`src/rtl/artp_pkg.sv`:
```
// Shared constants, types and command/status structs for the reuse-time profiler.
`default_nettype none
package artp_pkg;
    localparam int unsigned DefBuckets   = 1024;
    localparam int unsigned DefWays      = 4;
    localparam int unsigned DefAddrWidth = 32;

    localparam logic [1:0] ACT_READ  = 2'd0;
    localparam logic [1:0] ACT_WRITE = 2'd1;
    localparam logic [1:0] ACT_CLEAR = 2'd2;
    localparam logic [1:0] ACT_NOP   = 2'd3;

    localparam logic [31:0] MAX32 = 32'hFFFF_FFFF;
    localparam logic [47:0] MAX48 = 48'hFFFF_FFFF_FFFF;
    localparam logic [12:0] MAX13 = 13'h1FFF;

    // controller -> datapath
    typedef struct packed {
        logic load;      // capture input transaction, issue bucket read
        logic update;    // compare ways, update totals, write back, load result
        logic clr_start; // reset totals, begin bucket sweep
        logic clr_step;  // clear one bucket row
    } artp_cmd_t;

    // datapath -> controller
    typedef struct packed {
        logic clr_last;
    } artp_sts_t;
endpackage
`default_nettype wire

```
`src/rtl/artp_ctrl.sv`:
```
// Controller state machine: sequences access, update and clear sweep.
`default_nettype none
module artp_ctrl
    import artp_pkg::*;
(
    input  wire logic       aclk,
    input  wire logic       aresetn,
    input  wire logic       s_valid,
    output logic            s_ready,
    input  wire logic [1:0] s_action,
    output logic            m_valid,
    input  wire logic       m_ready,
    output artp_cmd_t       cmd,
    input  wire artp_sts_t  sts
);
    localparam logic [1:0] ST_IDLE  = 2'd0;
    localparam logic [1:0] ST_UPD   = 2'd1;
    localparam logic [1:0] ST_CLEAR = 2'd2;
    localparam logic [1:0] ST_INIT  = 2'd3;

    logic [1:0] state_reg, state_next;
    logic       m_valid_reg, m_valid_next;
    logic       take, res_done;

    assign m_valid = m_valid_reg;
    // accept while a result waits only if it leaves this cycle
    assign s_ready = (state_reg == ST_IDLE) && (!m_valid_reg || m_ready);
    assign take    = s_valid && s_ready;

    always_comb begin
        state_next   = state_reg;
        cmd          = '0;
        res_done     = 1'b0;
        unique case (state_reg)
            ST_IDLE: begin
                if (take) begin
                    if (s_action == ACT_CLEAR) begin
                        cmd.clr_start = 1'b1;
                        state_next    = ST_CLEAR;
                    end else begin
                        cmd.load   = 1'b1;
                        state_next = ST_UPD;
                    end
                end
            end
            ST_UPD: begin
                cmd.update = 1'b1;
                res_done   = 1'b1;
                state_next = ST_IDLE;
            end
            ST_CLEAR: begin
                cmd.clr_step = 1'b1;
                if (sts.clr_last) begin
                    res_done   = 1'b1;
                    state_next = ST_IDLE;
                end
            end
            ST_INIT: begin
                // sweep valid bits after reset, no result
                cmd.clr_step = 1'b1;
                if (sts.clr_last) state_next = ST_IDLE;
            end
            default: state_next = ST_IDLE;
        endcase
        m_valid_next = res_done ? 1'b1 : (m_valid_reg && !m_ready);
    end

    always_ff @(posedge aclk) begin
        if (!aresetn) begin
            state_reg   <= ST_INIT;
            m_valid_reg <= 1'b0;
        end else begin
            state_reg   <= state_next;
            m_valid_reg <= m_valid_next;
        end
    end
endmodule
`default_nettype wire

```
`config.mk`:
```
export PLATFORM = sky130hd
export DESIGN_NAME = artp_ctrl
export DESIGN_NICKNAME = d
export VERILOG_FILES = /design/src/rtl/artp_pkg.sv /design/src/rtl/artp_ctrl.sv
export SDC_FILE = /design/constraint.sdc
export NUM_CORES = 1
export LEC_CHECK = 0
export BUFFER_PORTS_ARGS = -buffer_cell sky130_fd_sc_hd__buf_2
export CORE_AREA = 4 4 41 43
export DETAILED_ROUTE_END_ITERATION = 10
export DIE_AREA = 0 0 45 47
export PLACE_DENSITY_LB_ADDON = 0.25
export SLEW_MARGIN = 20
export SYNTH_ARGS = -nofsm -noshare
export SYNTH_HDL_FRONTEND = slang
export SYNTH_SLANG_ARGS = --single-unit
```
`constraint.sdc`:
```
create_clock -name aclk -period 1.35 [get_ports aclk]
set_input_delay 0.0675 -clock aclk [delete_from_list [all_inputs] [get_ports aclk]]
set_output_delay 0.0675 -clock aclk [all_outputs]
set_load 0.005 [all_outputs]
```
# Yosys cells after proc, flatten, opt, wreduce, memory -nomap -nowiden
# Index checks and enable logic that the tools add are counted.
[op_classes] mux=15 n_eq_ne=6 reduce_logical=9
[ops] cell="two-way mux 1 bit" n=10
[ops] cell="equality test 2 bit, second input constant" n=3
[ops] cell="two-way mux 2 bit" n=3
[ops] cell="case mux 2 bit (3 select lines)" n=1
[ops] cell="logical AND 1 bit" n=3
[ops] cell="equality test 2 x 1 -> 1 bit, second input constant" n=1
[ops] cell="logical NOT 1 bit" n=2
[ops] cell="logical NOT 2 bit" n=1
[ops] cell="inequality test 2 x 1 -> 1 bit, second input constant" n=1
[ops] cell="inequality test 2 bit, second input constant" n=1
[ops] cell="case mux 1 bit (2 select lines)" n=1
[ops] cell="AND reduction 2 bit" n=1
[ops] cell="OR reduction 2 bit" n=1
[ops] cell="logical OR 1 bit" n=1
[totals] elab_cells=32 input_bits=7 output_inout_bits=6 ff_bits=3

# Longest topological paths before layout
[logic_depth] ltp_word=6 ltp_mapped=6 mapped_depth_nobuf=6

# Worst setup path after synthesis
# OpenSTA, ideal clock, no wires.
[synth_timing] path_kind="reg-to-reg" from="register state_reg[0]" to="register state_reg[0]" stages_incl_launch_ff=7 setup_time_ns=0.135 n_path_buf=0 period_less_slack_ns=1.375 t_arrival_ns=1.240 t_required_ns=1.215 setup_slack_ns=-0.025 cell_sequence="dfxtp_1 -> inv_1 -> ha_1 -> or2_4 -> nor2b_4 -> o21ai_0 -> o311ai_1"
[synth_via] elab_chain_len=5 word_cells_on_any_way=11 classes_between="eq/ne (5); mux (1); reduce/logical (5)"
[synth_rtl] element="start, declared" line="artp_ctrl.sv:21" rtl="logic [1:0] state_reg, state_next;"
[synth_rtl] element="start signal, assigned" line="artp_ctrl.sv:73" rtl="state_reg <= state_next;"
[synth_rtl] element="logical NOT 2 bit" line="artp_ctrl.sv:27, artp_ctrl.sv:34"
[synth_rtl] element="logical AND 1 bit" line="artp_ctrl.sv:27" rtl="assign s_ready = (state_reg == ST_IDLE) && (!m_valid_reg || m_ready);"
[synth_rtl] element="logical AND 1 bit" line="artp_ctrl.sv:28" rtl="assign take = s_valid && s_ready;"
[synth_rtl] element="inequality test 2 bit (no source line)"
[synth_rtl] element="AND reduction 2 bit (no source line)"
# Parallel ways exist; a longest one is shown, timed or not.
# A chain may end at the register's enable or synchronous reset.

# Worst setup path after layout
[layout_timing] from="register state_reg[0]" to="register state_reg[1]"
# Same word-level chain as after synthesis.

==> impl_results.md <==
- Status: completed
- Mux cell area share after synthesis: 0%
- Pin count of the biggest net entering global routing: 5
- Ys async rst share: 0%
- Yosys reg bits: 3
- VDD IR max: 0.387 mV
- Total grt overflow: 0
- R2R Path End: state_reg[1]
- Fin nets: 62
- Met1 usage: 7.73%
- Die area: 0.00212 mm^2
- Hold Vio Cnt, Final: 0
- Area grow syn2layout: 73.1%
- Number of endpoints failing setup at the final stage: 0
- HPWL Detailed: 465 um
- Netlist Area Pre-Place: 251 um^2
- Die width: 45 um
- Final period utilization: 98.6%
- Worst Setup EP: state_reg[1]
- RSZ-0062 raised after global routing: yes
- Max incr delay on CP: 0.33 ns
- Core Area: 0.00130 mm^2
- Leak: 0.210 nW
- Final min period: 1.33 ns
- Kind of critical path: flop to flop
- CTS Root Cell: clkbuf_4
- Fraction of the mapped netlist area in simple logic gates: 27.9%
- Crit path DAT: 1.43 ns
- F_max: 0.751 GHz
- CTS clk-pin slew, worst paths: 0.04 ns
- Post-Synth XOR/XNOR Area: 0%
- Ratio of cells with drive above 1 in the final layout: 65.3%
- Pre-CTS setup slack: -0.0747 ns
- Initial Utilization: 19.3%
- Post-synthesis sequential area ratio: 23.9%
- Row cnt: 13
- Pwr/cell area: 965 mW/mm^2
- Sinks on Clock Net: 3
- Via density per instance: 4.03
- YS warnings: 0
- Largest family of logic cells by synthesized area: simple AND/OR/NAND/NOR gates
- Synth Area in Adders: 24.9%
- First-pass GRT wire length: 966 um
- Worst reg2reg path depth: 6
- Initial antenna violation count: 0
- Skew final: 0.00529 ns
- Critical path fanouts, max: 4
- Ys flop type: dfxtp_1
- Met3 usage: 1.53%
- Slew headroom: 86.0%
- # Max-Cap Violations: 0
- Worst hold slack: 0.0485 ns
- Syn_nets: 41
- Wirelength per Cell: 9.00 um
- Max reg flops: 2
- Die Ht: 47 um
- Slowest CP cell: dfxtp_2
- Hold Startpoint: aresetn
- Setup slack after layout: 0.0184 ns
- Post-route cell area: 435 um^2
- Number of H-tree levels: 1
- Buffer depth of the longest clock path: 2
- CP startpoint: state_reg[0]
- Reg2Reg Setup Slack: 0.02 ns
- GP Congestion: 0.703
- # fillers: 152
- IO Port Bufs: 12
- DRC viols: 0
- EDFF count, synth: 0
- Most common cell after layout, fill and taps aside: buf_2
- Origin of the critical flop-to-flop path: state_reg[0]
- Power, Total: 0.000420 W
- Most frequent cells in the layout: 12 x buf_2, 4 x nand2_1, 3 x clkbuf_4, 3 x buf_4
- Setup total negative slack: 0 ns
- Layer carrying the most global-route usage: met2
- Avg Cell Area, Syn: 8.67 um^2
- Area after DPL: 354 um^2
- Mapped Cells: 29
- First-pass iteration count of the detailed router: 1
- Vias: 258
- Initial DRC count: 0
- CP startpoint kind: flop
- Latest clock arrival within the worst-skew pair: 0.23 ns
- GRT Total Usage: 6.79%
- Synth Area in Compound Gates: 20.4%
- CTS Buf Count: 3
- Routed Antenna Nets: 0
- Max Slew Vio Count: 0
- I/O pin cnt: 13
- Drt total wl: 576 um
- Worst Hold Class: primary input to flop
- Critical Path RT: 1.45 ns
- CP endpoint kind: flop
- Crit-path cells: buf_6, ha_4, or2_4, nor2b_4, o21ai_2, o311ai_2
- Met2 Use GR: 10.2%
- Vias in the first global route: 237
- CTS tree: done
- Synth unique cells: 15
- Worst-margin pin slew: 0.209 ns
- N_diodes: 0
worst max-delay path: cells and delay by family (launching register included):
family | cells | cell delay [ns]
buf+inv | 1 | 0.12
simple gates | 2 | 0.39
compound gates | 2 | 0.23
flops | 1 | 0.33
fa+ha+maj | 1 | 0.14
power by group:
part | internal, W | switching (W) | total, W
Sequential | 0.000102 | 0.0000129 | 0.000115
Combinational | 0.0000849 | 0.0000633 | 0.000148
Clock | 0.000111 | 0.0000461 | 0.000157
kinds of logic after synthesis:
kind of cell    count (synthesis)
simple gates                   12
compound gates                  7
fa+ha+maj                       5
flops                           3
buf+inv                         2
how the worst min path moves through the flow:
| stage | endpoint | slack, ns | cells past startpoint |
|---|---|---|---|
| floorplan | state_reg[0] | 0.15 | 1 |
| global placement | state_reg[1] | 0.29 | 2 |
| detailed placement | state_reg[1] | 0.29 | 2 |
| CTS | state_reg[0] | 0.05 | 2 |
| global route | state_reg[1] | 0.06 | 2 |
| finish | state_reg[0] | 0.05 | 2 |
timing repair:
item,4_1_cts,5_1_grt
setup endpoints to repair,3,4
hold buffers,0,0
pin swaps,5,0
setup buffers,1,0
resized for setup,11,2
Yosys cell counts, types with 2 or more instances:
library cell	instances	area [um^2]
nand2_1	4	15.0
ha_1	5	62.6
a21boi_0	2	15.0
nand2b_1	2	12.5
o311ai_1	2	17.5
nor2_1	2	7.51
inv_1	2	7.51
dfxtp_1	3	60.1
metrics by stage:
stage / util (%) / cells
after floorplan: - / 29
after global placement: 27.2 / 59
after detailed placement: 27.2 / 59
after CTS: 33.1 / 64
after global routing: 33.5 / 64
final: 33.5 / 64
cell type report:
class	count	area [um^2]	area share (%)
Inverter	2	7.51	1.72
Tap cell	15	18.8	4.31
Clock buffer	4	26.3	6.03
Sequential cell	3	65.1	14.9
Multi-Input combinational cell	24	224	51.4
Timing Repair Buffer	16	93.8	21.6
metal layers:
layer / wire length (um) / vias up / share of wire [%]
met5: 0 / - / 0
met4: 16 / 0 / 2.8
met3: 59 / 2 / 10
met2: 234 / 11 / 41
met1: 266 / 108 / 46
li1: - / 137 / -
Note: power is estimated with default switching activity, not from simulation.
